--- src/rtl/core/amcf_pkg.sv ---
// Shared constants, types and codes for the audio module command framer.
package amcf_pkg;

    // Width of the saturating millisecond counter.
    localparam int COUNTER_WIDTH = 16;
    // Compare width for counter against the 16-bit timeout register.
    localparam int CMP_W = (COUNTER_WIDTH > 16) ? COUNTER_WIDTH : 16;

    localparam int FRAME_LEN = 10;
    localparam int POS_W     = 4;
    localparam logic [POS_W-1:0] LAST_POS = POS_W'(FRAME_LEN - 1);

    // Queue between front and back.
    localparam int Q_DEPTH = 4;
    localparam int Q_PTR_W = $clog2(Q_DEPTH);
    localparam int Q_CNT_W = $clog2(Q_DEPTH + 1);

    // Config register indexes.
    localparam int CFG_IDX_W = 1;
    localparam logic [CFG_IDX_W-1:0] REG_START_TIMEOUT  = 1'd0;
    localparam logic [CFG_IDX_W-1:0] REG_BUSY_LINE_USED = 1'd1;
    localparam logic [15:0] START_TIMEOUT_RST = 16'd1000;

    // Request types.
    localparam logic REQ_TICK = 1'b0;
    localparam logic REQ_CMD  = 1'b1;

    // Frame bytes and play codes.
    localparam logic [7:0] FR_START    = 8'h7E;
    localparam logic [7:0] FR_VERSION  = 8'hFF;
    localparam logic [7:0] FR_LENGTH   = 8'h06;
    localparam logic [7:0] FR_FEEDBACK = 8'h01;
    localparam logic [7:0] FR_CK_HI    = 8'hFE;
    localparam logic [7:0] FR_END      = 8'hEF;
    localparam logic [7:0] CMD_PLAY_TRACK  = 8'h03;
    localparam logic [7:0] CMD_PLAY_FOLDER = 8'h0D;

    // One classified item in the queue.
    typedef struct packed {
        logic        is_cmd;
        logic [7:0]  code;
        logic [15:0] param;
        logic [7:0]  ck;
        logic        busy;
        logic        tout;
    } entry_t;

    typedef struct packed {
        logic   valid;
        entry_t entry;
    } push_t;

    typedef struct packed {
        logic full;
        logic empty;
    } q_status_t;

endpackage

--- src/rtl/core/amcf_front.sv ---
// Front end: config registers, play tracker, checksum and item classification.
module amcf_front (
    input  logic                                  aclk,
    input  logic                                  aresetn,
    input  logic                                  s_valid,
    output logic                                  s_ready,
    input  logic                                  s_req_type,
    input  logic [7:0]                            s_command_code,
    input  logic [15:0]                           s_parameter_req,
    input  logic                                  s_busy_pin_level,
    input  logic                                  cfg_valid,
    output logic                                  cfg_ready,
    input  logic [amcf_pkg::CFG_IDX_W-1:0]        cfg_index,
    input  logic [15:0]                           cfg_data,
    input  amcf_pkg::q_status_t                   q_status,
    output amcf_pkg::push_t                       push
);

    logic [15:0] timeout_reg;
    logic        busy_used_reg;
    logic        pending_reg, pending_next;
    logic        seen_reg, seen_next;
    logic [amcf_pkg::COUNTER_WIDTH-1:0] elapsed_reg, elapsed_next, elapsed_inc;
    logic        accept;
    logic        playing;
    logic        is_play;
    logic        tout;
    logic [7:0]  sum;

    assign s_ready   = !q_status.full;
    assign cfg_ready = 1'b1;
    assign accept    = s_valid && s_ready;
    assign playing   = !s_busy_pin_level;
    assign is_play   = (s_command_code == amcf_pkg::CMD_PLAY_TRACK) ||
                       (s_command_code == amcf_pkg::CMD_PLAY_FOLDER);
    assign elapsed_inc = (elapsed_reg != '1) ? elapsed_reg + 1'b1 : elapsed_reg;

    always_comb begin
        pending_next = pending_reg;
        seen_next    = seen_reg;
        elapsed_next = elapsed_reg;
        tout         = 1'b0;
        if (s_req_type == amcf_pkg::REQ_CMD) begin
            if (is_play) begin
                pending_next = 1'b1;
                seen_next    = 1'b0;
                elapsed_next = '0;
            end
        end else begin
            elapsed_next = elapsed_inc;
            if (busy_used_reg) begin
                if (!seen_reg && playing && pending_reg) begin
                    seen_next    = 1'b1;
                    elapsed_next = '0;
                end else if (seen_reg && !playing && pending_reg) begin
                    seen_next    = 1'b0;
                    pending_next = 1'b0;
                end else if (!seen_reg && !playing && pending_reg &&
                             (amcf_pkg::CMP_W'(elapsed_inc) >
                              amcf_pkg::CMP_W'(timeout_reg))) begin
                    pending_next = 1'b0;
                    tout         = 1'b1;
                end
            end
        end
    end

    // Bytes 2..7 summed; inverted below.
    assign sum = amcf_pkg::FR_LENGTH + s_command_code + amcf_pkg::FR_FEEDBACK +
                 s_parameter_req[15:8] + s_parameter_req[7:0] + amcf_pkg::FR_CK_HI;

    always_comb begin
        push.valid        = accept;
        push.entry.is_cmd = (s_req_type == amcf_pkg::REQ_CMD);
        push.entry.code   = s_command_code;
        push.entry.param  = s_parameter_req;
        push.entry.ck     = ~sum;
        push.entry.busy   = busy_used_reg && (seen_next || pending_next);
        push.entry.tout   = tout;
    end

    always_ff @(posedge aclk) begin
        if (!aresetn) begin
            timeout_reg   <= amcf_pkg::START_TIMEOUT_RST;
            busy_used_reg <= 1'b1;
            pending_reg   <= 1'b0;
            seen_reg      <= 1'b0;
            elapsed_reg   <= '0;
        end else begin
            if (cfg_valid && cfg_ready) begin
                case (cfg_index)
                    amcf_pkg::REG_START_TIMEOUT:  timeout_reg   <= cfg_data;
                    amcf_pkg::REG_BUSY_LINE_USED: busy_used_reg <= cfg_data[0];
                    default: ;
                endcase
            end
            if (accept) begin
                pending_reg <= pending_next;
                seen_reg    <= seen_next;
                elapsed_reg <= elapsed_next;
            end
        end
    end

endmodule

--- src/rtl/core/amcf_queue.sv ---
// Small FIFO of classified items between front and back.
module amcf_queue (
    input  logic                 aclk,
    input  logic                 aresetn,
    input  amcf_pkg::push_t      push,
    input  logic                 pop,
    output amcf_pkg::entry_t     head,
    output amcf_pkg::q_status_t  q_status
);

    amcf_pkg::entry_t mem [amcf_pkg::Q_DEPTH];
    logic [amcf_pkg::Q_PTR_W-1:0] wr_ptr_reg, rd_ptr_reg;
    logic [amcf_pkg::Q_CNT_W-1:0] count_reg, count_next;

    assign head           = mem[rd_ptr_reg];
    assign q_status.full  = (count_reg == amcf_pkg::Q_CNT_W'(amcf_pkg::Q_DEPTH));
    assign q_status.empty = (count_reg == '0);

    always_comb begin
        count_next = count_reg;
        if (push.valid && !pop) begin
            count_next = count_reg + 1'b1;
        end else if (!push.valid && pop) begin
            count_next = count_reg - 1'b1;
        end
    end

    always_ff @(posedge aclk) begin
        if (push.valid) begin
            mem[wr_ptr_reg] <= push.entry;
        end
    end

    always_ff @(posedge aclk) begin
        if (!aresetn) begin
            wr_ptr_reg <= '0;
            rd_ptr_reg <= '0;
            count_reg  <= '0;
        end else begin
            if (push.valid) begin
                wr_ptr_reg <= wr_ptr_reg + 1'b1;
            end
            if (pop) begin
                rd_ptr_reg <= rd_ptr_reg + 1'b1;
            end
            count_reg <= count_next;
        end
    end

endmodule

--- src/rtl/core/amcf_back.sv ---
// Back end: serializes frames and status results into the output register.
module amcf_back (
    input  logic                 aclk,
    input  logic                 aresetn,
    input  amcf_pkg::entry_t     head,
    input  amcf_pkg::q_status_t  q_status,
    output logic                 pop,
    output logic                 m_valid,
    input  logic                 m_ready,
    output logic [7:0]           m_out_byte,
    output logic                 m_byte_valid,
    output logic                 m_last_of_run,
    output logic                 m_player_busy,
    output logic                 m_start_timed_out
);

    logic [amcf_pkg::POS_W-1:0] pos_reg;
    logic       valid_reg;
    logic [7:0] byte_reg;
    logic       bvalid_reg, last_reg, busy_reg, tout_reg;
    logic       advance, take, at_last;
    logic [7:0] frame_byte;

    assign advance = !valid_reg || m_ready;
    assign take    = advance && !q_status.empty;
    assign at_last = (pos_reg == amcf_pkg::LAST_POS);
    assign pop     = take && (!head.is_cmd || at_last);

    always_comb begin
        case (pos_reg)
            4'd0:    frame_byte = amcf_pkg::FR_START;
            4'd1:    frame_byte = amcf_pkg::FR_VERSION;
            4'd2:    frame_byte = amcf_pkg::FR_LENGTH;
            4'd3:    frame_byte = head.code;
            4'd4:    frame_byte = amcf_pkg::FR_FEEDBACK;
            4'd5:    frame_byte = head.param[15:8];
            4'd6:    frame_byte = head.param[7:0];
            4'd7:    frame_byte = amcf_pkg::FR_CK_HI;
            4'd8:    frame_byte = head.ck;
            default: frame_byte = amcf_pkg::FR_END;
        endcase
    end

    always_ff @(posedge aclk) begin
        if (take) begin
            byte_reg   <= head.is_cmd ? frame_byte : 8'h00;
            bvalid_reg <= head.is_cmd;
            last_reg   <= !head.is_cmd || at_last;
            busy_reg   <= head.busy;
            tout_reg   <= head.is_cmd ? 1'b0 : head.tout;
        end
    end

    always_ff @(posedge aclk) begin
        if (!aresetn) begin
            valid_reg <= 1'b0;
            pos_reg   <= '0;
        end else begin
            if (advance) begin
                valid_reg <= !q_status.empty;
            end
            if (take && head.is_cmd) begin
                pos_reg <= at_last ? '0 : pos_reg + 1'b1;
            end
        end
    end

    assign m_valid           = valid_reg;
    assign m_out_byte        = byte_reg;
    assign m_byte_valid      = bvalid_reg;
    assign m_last_of_run     = last_reg;
    assign m_player_busy     = busy_reg;
    assign m_start_timed_out = tout_reg;

endmodule

--- src/rtl/core/audio_module_command_framer_unit.sv ---
// Top level of the audio module command framer: front, queue and back end.
// Each accepted item is written into the queue, then its results leave through the output register.
// A command goes out as 10 frame bytes, one byte per cycle while m_ready holds, a tick as one status result;
// the output register and serializer set that pace, input takes one item/cycle while
// the 4-entry queue has room.
// Reset (aresetn low, synchronous): tracker, queue and output clear; timeout=1000, busy line used.
module audio_module_command_framer_unit (
    input  logic                             aclk,
    input  logic                             aresetn,
    // Input item channel
    input  logic                             s_valid,
    output logic                             s_ready,
    input  logic                             s_req_type,
    input  logic [7:0]                       s_command_code,
    input  logic [15:0]                      s_parameter_req,
    input  logic                             s_busy_pin_level,
    // Result channel
    output logic                             m_valid,
    input  logic                             m_ready,
    output logic [7:0]                       m_out_byte,
    output logic                             m_byte_valid,
    output logic                             m_last_of_run,
    output logic                             m_player_busy,
    output logic                             m_start_timed_out,
    // Config write channel
    input  logic                             cfg_valid,
    output logic                             cfg_ready,
    input  logic [amcf_pkg::CFG_IDX_W-1:0]   cfg_index,
    input  logic [15:0]                      cfg_data
);

    amcf_pkg::push_t     push;
    amcf_pkg::q_status_t q_status;
    amcf_pkg::entry_t    head;
    logic                pop;

    // Front: tracker state updates and checksum are settled at transfer time,
    // so each queued item already carries its status bits.
    amcf_front u_front (
        .aclk             (aclk),
        .aresetn          (aresetn),
        .s_valid          (s_valid),
        .s_ready          (s_ready),
        .s_req_type       (s_req_type),
        .s_command_code   (s_command_code),
        .s_parameter_req  (s_parameter_req),
        .s_busy_pin_level (s_busy_pin_level),
        .cfg_valid        (cfg_valid),
        .cfg_ready        (cfg_ready),
        .cfg_index        (cfg_index),
        .cfg_data         (cfg_data),
        .q_status         (q_status),
        .push             (push)
    );

    // Decouples intake from the frame serialization.
    amcf_queue u_queue (
        .aclk     (aclk),
        .aresetn  (aresetn),
        .push     (push),
        .pop      (pop),
        .head     (head),
        .q_status (q_status)
    );

    // Back: walks the frame byte index and drives the output register.
    amcf_back u_back (
        .aclk              (aclk),
        .aresetn           (aresetn),
        .head              (head),
        .q_status          (q_status),
        .pop               (pop),
        .m_valid           (m_valid),
        .m_ready           (m_ready),
        .m_out_byte        (m_out_byte),
        .m_byte_valid      (m_byte_valid),
        .m_last_of_run     (m_last_of_run),
        .m_player_busy     (m_player_busy),
        .m_start_timed_out (m_start_timed_out)
    );

`ifndef ASSERT_OFF
    // Status results are single, zero-byte and end their run.
    assert property (@(posedge aclk) disable iff (!aresetn)
        m_valid && !m_byte_valid |-> m_last_of_run && (m_out_byte == 8'h00))
        else $error("status result malformed");

    // Timeout flag only appears on status results.
    assert property (@(posedge aclk) disable iff (!aresetn)
        m_valid && m_start_timed_out |-> !m_byte_valid)
        else $error("timeout flag on frame byte");

    // Final frame byte is always the end marker.
    assert property (@(posedge aclk) disable iff (!aresetn)
        m_valid && m_byte_valid && m_last_of_run |-> m_out_byte == amcf_pkg::FR_END)
        else $error("frame does not end with end marker");

    // A frame byte right after a finished run is the start marker.
    assert property (@(posedge aclk) disable iff (!aresetn)
        m_valid && m_ready && m_last_of_run ##1 m_valid && m_byte_valid
        |-> (m_out_byte == amcf_pkg::FR_START))
        else $error("frame does not begin with start marker");
`endif

endmodule

--- config.mk ---
export PLATFORM = sky130hd
export DESIGN_NAME = audio_module_command_framer_unit
export DESIGN_NICKNAME = d
export VERILOG_FILES = /design/src/rtl/core/amcf_pkg.sv /design/src/rtl/core/amcf_front.sv /design/src/rtl/core/amcf_queue.sv /design/src/rtl/core/amcf_back.sv /design/src/rtl/core/audio_module_command_framer_unit.sv
export SDC_FILE = /design/constraint.sdc
export NUM_CORES = 1
export LEC_CHECK = 0
export ABC_AREA = 1
export BUFFER_PORTS_ARGS = -buffer_cell sky130_fd_sc_hd__buf_2
export CAP_MARGIN = 5
export CORE_MARGIN = 3
export CORE_UTILIZATION = 55
export DETAILED_ROUTE_END_ITERATION = 8
export PLACE_DENSITY = 0.8
export SLEW_MARGIN = 10
export SYNTH_ARGS = -nofsm -noshare
export SYNTH_HDL_FRONTEND = slang
export SYNTH_SLANG_ARGS = --single-unit
--- constraint.sdc ---
create_clock -name aclk -period 2.9 [get_ports aclk]
set_input_delay 0.58 -clock aclk [delete_from_list [all_inputs] [get_ports aclk]]
set_output_delay 0.58 -clock aclk [all_outputs]
set_load 0.02 [all_outputs]
==> results of run 1 <==
worst reg2reg max path, cell delays in order, from the launching register on:
cell and delay (ns):
dfxtp_4 0.37, ha_4 0.14, nand2_1 0.06, inv_2 0.09, nand4_4 0.10, nor2_4 0.16, nand3b_4 0.14, nor3_4 0.19
nor2_2 0.07, ha_1 0.30, nand4_1 0.21, nor2_1 0.19, a31oi_1 0.09, nand2_1 0.10, nand2_1 0.06, nand2_1 0.10
nand2_2 0.07, a21oi_4 0.18
timing repair:
action / in CTS / in global routing
setup buffers: 1 / 3
hold buffers: 0 / 0
pin swaps: 2 / 10
resized for setup: 2 / 23
endpoints found under the setup margin: 4 / 13
cell usage in the layout (no fill, tap or decap), types with 4 or more instances in the layout:
cell       netlist  final
a211oi_1         4      4
a21oi_1         69     66
a31oi_1          6      5
a41oi_1          4      4
buf_2           12     61
buf_4            2     38
clkbuf_1        16      7
clkbuf_16        0     22
clkinv_1         1      5
dfxtp_1         49     46
edfxtp_1       152    152
fa_1             8      8
ha_1            36     33
inv_1           88     87
inv_2            4      5
mux2i_1          7      7
nand2_1        143    142
nand2_2         13     14
nand3_1         19     18
nand4_1          4      4
nor2_1          88     81
nor2_2           3      5
nor2_4           3      8
o211ai_1         7      7
o21ai_0         77     76
o22ai_1         23     23
xnor2_1         10     10
xor2_1          11     10
kinds of logic after synthesis:
| group | after synthesis | synth area share, % |
|---|---|---|
| compound gates | 202 | 12.2 |
| xor+xnor | 21 | 1.98 |
| fa+ha+maj | 44 | 6.58 |
| buf+inv | 124 | 5.34 |
| flops | 201 | 59.7 |
| mux | 7 | 0.755 |
| other cells | 1 | 0.0404 |
| simple gates | 287 | 13.4 |
final cells by class:
cell class | count | area, um2
timing repair buffer | 100 | 611
sequential | 201 | 5550
inverter | 93 | 349
multi-input combinational | 562 | 3390
tap | 216 | 270
clock buffer | 29 | 577
clock inverter | 10 | 113
fill | 1159 | 5310
per-layer routing:
| layer | track usage, % | share of wire, % | up-vias | wire length [um] |
|---|---|---|---|---|
| li1 | - | - | 3244 | - |
| met1 | 30.5 | 41 | 3248 | 8630 |
| met2 | 38.1 | 48 | 299 | 10200 |
| met3 | 4.66 | 8.3 | 47 | 1770 |
| met4 | 8.06 | 2.9 | 0 | 618 |
| met5 | 0 | 0 | - | 0 |
how the worst max path moves through the flow:
stage | from | end | slack [ns] | depth (start not counted)
after global routing | u_front.elapsed_reg[1] | u_queue.mem[2][1] | -0.01 | 17
after floorplan | s_command_code[1] | u_queue.mem[0][9] | 0.01 | 8
final | s_command_code[1] | u_queue.mem[1][9] | 0.12 | 9
after CTS | u_front.elapsed_reg[0] | u_queue.mem[0][1] | 0.01 | 19
after detailed placement | s_command_code[1] | u_queue.mem[2][9] | -0.35 | 9
after global placement | s_command_code[1] | u_queue.mem[3][9] | -0.17 | 9
where the power goes:
| part | switching (mW) | internal [mW] | leakage (nW) | total (mW) |
|---|---|---|---|---|
| logic | 1.55 | 0.695 | 2.11 | 2.24 |
| clock network | 1.07 | 1.58 | 0.335 | 2.66 |
| registers | 0.135 | 3.62 | 1.81 | 3.76 |
| total | 2.76 | 5.90 | 4.25 | 8.66 |
==> summary.txt, run 1 <==
GRT
  – Number of global-route vias before repair: 6,634
  – First-pass GRT wire length: around 33,000 um
  – Antenna violations before repair: 0
  – GRT Resource Usage Total: a little under a quarter
  – GRT overflow: 0
  – Pin count of the biggest net entering global routing: just under 60

Die
  – Die Ht: approximately 140 um
  – Initial core utilization: between 50% and 60%
  – I/O pin total: 63
  – Area of the die: about 18,000 um2
  – Num rows: 46
  – Core area: about 16,000 um2
  – DIE WIDTH: 136 um

Timing
  – Tightest Pin Transition: 0.894 ns
  – Worst hold slack: 0.305 ns
  – Max_slew headroom: 40.3%
  – Maximum clock rate: roughly 360 MHz
  – Setup WS post-layout: roughly 0.12 ns
  – Setup violations, final: 0
  – Fin Setup TNS: 0 ns
  – Post-layout min period: approximately 2.8 ns
  – Final period util: between 90% and 100%
  – Max Slew Vio Count: 0
  – Worst Skew: 0.0175 ns
  – Fin. Hold Viols: 0

Synth
  – Synth Area per Inst: approximately 10 um2
  – Yosys top cell area share: 49.2%
  – Post-synth net total: between 900 and 1,000
  – Synth Cell Area: about 9300 um2
  – Synth area leader: edfxtp_1
  – Count leader, synth: edfxtp_1
  – Post-synthesis sequential area ratio: 59.7%
  – Ys flop type: edfxtp_1
  – Top cells by area, synth: edfxtp_1 49%, dfxtp_1 11%, nand2_1 5.8%
  – Number of enable flip-flop cells after synthesis: 152
  – Post-synth top cells: 152 x edfxtp_1, 143 x nand2_1, 88 x inv_1, 88 x nor2_1, 77 x o21ai_0
  – Flops & latches, synth: roughly 200
  – YS warnings: 0
  – Synth Instances: between 800 and 900
  – Yosys cell types: 49
  – Asr flop ratio synth: 0%

Critical path
  – Critical path arrival: just over 3 ns
  – Startpoint types: input pin
  – Crit Path Class: in -> reg
  – RR Endpoint: u_queue.mem[0][1]
  – Max FO, Critical Path: 4
  – Slowest cell on the critical path: fa_1
  – CP Capture Type: flip-flop
  – Top delay family on crit path: adder cells
  – Top cell by count, worst path: fa_1
  – Buf/Inv on CP: 2
  – Worst path max stage delay: between 0.5 and 0.6 ns
  – Depth of the worst register-to-register path: 17
  – CP Cell Sequence: buf_2 > fa_1 > fa_1 > inv_1 > fa_1 > o21ai_0 > a21oi_1 > o21bai_1 > xor2_2
  – FF-to-FF Start: u_front.elapsed_reg[0]
  – Worst endpoint required time: about 3.2 ns
  – R2r setup slk: roughly 0.14 ns

Layout
  – Layout cell share with drive strength beyond 1: a little under a fifth
  – P&R area growth vs syn: 17.0%
  – Ant diodes: 0
  – Nets: approximately 1,100
  – Core Util, Final: between 60 and 70%
  – Final Cell Area: roughly 11,000 um2
  – Flip-flop count of the largest register after layout: 140
  – Final cell count without fillers: roughly 1,200

Route
  – Drt wl/cell: 17.5 um
  – Final ANT Viol Nets: 0
  – DR pass1 iterations: 5
  – Avg Vias per Cell: around 5.6
  – Post-route DRC violation count: 0
  – DRT iter0 DRCs: between 600 and 700
  – Vias: 6,838
  – WL final: 21,200 um

Placed design
  – Inst Count DP: approximately 1,200
  – Area after DPL: ~10,000 um2
  – Pre-CTS WS: -0.351 ns
  – Number of port buffers: 61
  – Dpl hpwl: between 10,000 and 15,000 um
  – Global placer's final weighted congestion: slightly below 0.9

Clocking
  – CTS max path bufs: 3
  – Clock insertion delay at the later pin of the skew report: 0.50 ns
  – CTS tree: yes
  – CTS H-tree depth: 1
  – Root Driver: clkbuf_16
  – TritonCTS sink count: 201
  – CTS clock-pin slew for the worst setup and hold paths: ~0.060 ns
  – Num CTS Buffers: 22

Power and ir drop
  – Pleak: between 4 and 5 nW
  – Total Power: a little under 9 mW
  – Maximum vdd drop: 474 uV
  – Pwr/cell area: roughly 800 nW/um2

Run status
  – Status: finished clean

Run
  – Max-cap viol count: 0

Worst hold path
  – HP Start: cfg_data[6]
  – Hold EP: u_front.timeout_reg[6]
  – Worst hold path class: in -> reg
  – Hold path depth: 3
Note: power is estimated with default switching activity, not from simulation.
==> inputs of run 2 (changes only) <==
CTS_BUF_LIST = sky130_fd_sc_hd__clkbuf_16   (was not set)
==> run 2 against run 1 <==
Compared with the run above:
- die area unchanged
- combinational power is essentially flat
- clock skew about the same
- cell area unchanged
- hold slack better by 0.00085 ns
- largest power group unchanged
- via count fell by 0.12%
- flip-flop and latch count is the same
- wire length is 0.31% higher
==> summary.txt, run 2 (synthesized netlist as in run 1, its figures left out) <==
Layout
  – Multi-input logic area: 3390 um2 (unchanged)
  – Final cell count without fillers: 1,211 (unchanged)
  – Number of fill cells: 1,159 (unchanged)
  – FF+latch area: 5550 um2 (unchanged)
  – Layout cell share with drive strength beyond 1: 18.7% (unchanged)
  – Ant diodes: 0 (unchanged)
  – P&R area growth vs syn: 17.0% (unchanged)
  – Core Util, Final: 67.1% (unchanged)
  – Nets: 1,072 (unchanged)
  – Commonest non-fill, non-tap cell in the layout: edfxtp_1
  – Flip-flop count of the largest register after layout: 140 (unchanged)
  – Most frequent cells in the layout: 152 x edfxtp_1, 142 x nand2_1, 94 x inv_1

Critical path
  – CP Capture Type: flip-flop
  – Critical path arrival: 3.10 ns (about the same)
  – Worst path max stage delay: 0.54 ns (about the same)
  – Slowest cell on the critical path: fa_1
  – R2r setup slk: 0.14 ns (about the same)
  – Max FO, Critical Path: 4 (unchanged)
  – CP Cell Sequence: buf_2 > fa_1 > fa_1 > inv_1 > fa_1 > o21ai_0 > a21oi_1 > o21bai_1 > xor2_2
  – Top cell by count, worst path: fa_1
  – Worst endpoint required time: 3.23 ns (about the same)
  – Startpoint types: input pin
  – Crit Path Class: in -> reg

Timing
  – Tightest Pin Transition: 0.891 ns (-0.00261 ns)
  – Maximum clock rate: 360 MHz (+0.30%)
  – Worst Skew: 0.0179 ns (+0.000405 ns)
  – Final period util: 95.7% (-0.28 points)
  – Post-layout min period: 2.78 ns (-0.00823 ns)
  – Setup WS post-layout: 0.125 ns (+0.00823 ns)
  – Fin. Hold Viols: 0 (unchanged)
  – Max Slew Vio Count: 0 (unchanged)
  – Setup violations, final: 0 (unchanged)
  – Max_slew headroom: 40.5% (+0.17 points)

GRT
  – GRT overflow: 0 (unchanged)
  – Antenna violations before repair: 0 (unchanged)
  – First-pass GRT wire length: 33,400 um (unchanged)
  – Met3 Use GR: 4.66% (unchanged)
  – Number of global-route vias before repair: 6,634 (unchanged)
  – Grt peak-use layer: met2
  – GRT Resource Usage Total: 23.0% (unchanged)
  – Grt met1 use: 30.5% (unchanged)
  – Pin count of the biggest net entering global routing: 59 (unchanged)
  – Met2 Resource Use GR: 38.1% (unchanged)

Clocking
  – CTS tree: yes
  – CTS H-tree depth: 1 (unchanged)
  – Clock insertion delay at the later pin of the skew report: 0.50 ns (about the same)
  – Num CTS Buffers: 22 (unchanged)
  – CTS clock-pin slew for the worst setup and hold paths: 0.06 ns (about the same)
  – Root Driver: clkbuf_16
  – TritonCTS sink count: 201 (unchanged)
  – CTS max path bufs: 3 (unchanged)

Run status
  – Status: finished clean

Power and ir drop
  – Pwr/cell area: 796 nW/um2 (-0.22%)
  – Pleak: 4.28 nW (+0.68%)
  – Maximum vdd drop: 474 uV (about the same)

Die
  – I/O pin total: 63 (unchanged)
  – Area of the die: 18,500 um2 (unchanged)
  – DIE WIDTH: 136 um (unchanged)
  – Initial core utilization: 57.4% (unchanged)
  – Die Ht: 136 um (unchanged)
  – Core area: 16,200 um2 (unchanged)
  – Num rows: 46 (unchanged)

Placed design
  – Number of port buffers: 61 (unchanged)
  – Global placer's final weighted congestion: 0.878 (unchanged)
  – Dpl hpwl: 13,300 um (unchanged)
  – Pre-CTS WS: -0.351 ns (unchanged)
  – Inst Count DP: 1,169 (unchanged)

Route
  – Avg Vias per Cell: 5.64 (-0.12%)
  – WL final: 21,300 um (+0.31%)
  – DRT iter0 DRCs: 635 (unchanged)
  – Post-route DRC violation count: 0 (unchanged)
  – DR pass1 iterations: 5 (unchanged)
  – Final ANT Viol Nets: 0 (unchanged)
  – Vias: 6,830 (-0.12%)
  – Drt wl/cell: 17.5 um (+0.31%)

Run
  – Max-cap viol count: 0 (unchanged)

Worst hold path
  – Worst hold path class: in -> reg
run 2: layout make-up:
cell class | count | area share (%)
multi-input cells | 562 | 31.2
clock inverters | 17 | 1.28
clock buffers | 22 | 5.07
inverters | 93 | 3.21
flip-flops and latches | 201 | 51.1
well taps | 216 | 2.49
repair buffers | 100 | 5.62
run 2: final timing paths:
path                                start                 endpoint  depth (start not counted)
setup reg to reg   u_front.elapsed_reg[0]        u_queue.mem[0][1]                         17
hold reg to reg   u_front.timeout_reg[12]  u_front.timeout_reg[12]                          2
hold / removal                cfg_data[6]   u_front.timeout_reg[6]                          3
setup / recovery        s_command_code[1]        u_queue.mem[1][9]                          9
run 2: report_power, final:
part	total (mW)	switching, mW	internal (mW)
clock	2.64	1.08	1.56
combinational	2.25	1.55	0.695
sequential	3.76	0.135	3.62
run 2: metal layers:
metal / share of wire (%) / vias up
li1: - / 3245
met5: 0 / -
met1: 41 / 3241
met2: 48 / 297
met4: 2.9 / 0
met3: 8.5 / 47
run 2: per-stage QoR:
| stage | area (um2) | hold WS (ns) | power [mW] | setup TNS (ns) |
|---|---|---|---|---|
| after floorplan | 9280 | 0.435 | 5.25 | 0 |
| after global placement | 10000 | 0.447 | 5.91 | -1.09 |
| after detailed placement | 10000 | 0.452 | 5.99 | -2.92 |
| after CTS | 10700 | 0.298 | 8.65 | 0 |
| after global routing | 10900 | 0.296 | 9.09 | -0.0503 |
| final | 10900 | 0.306 | 8.64 | 0 |
run 2: repair_timing:
action,in CTS,in global routing
buffers inserted,1,3
gates resized for setup,2,23
setup endpoints to repair,4,13
pin swaps,2,10
endpoints found under the hold margin,0,0
hold buffers,0,0
run 2: worst max-delay path, delay by kind of cell:
kind / cells / cell delay, ns
adder cells (fa/ha/maj): 3 / 1.46
XOR/XNOR: 1 / 0.25
buffers and inverters: 2 / 0.21
AO/OA/AOI/OAI: 3 / 0.61
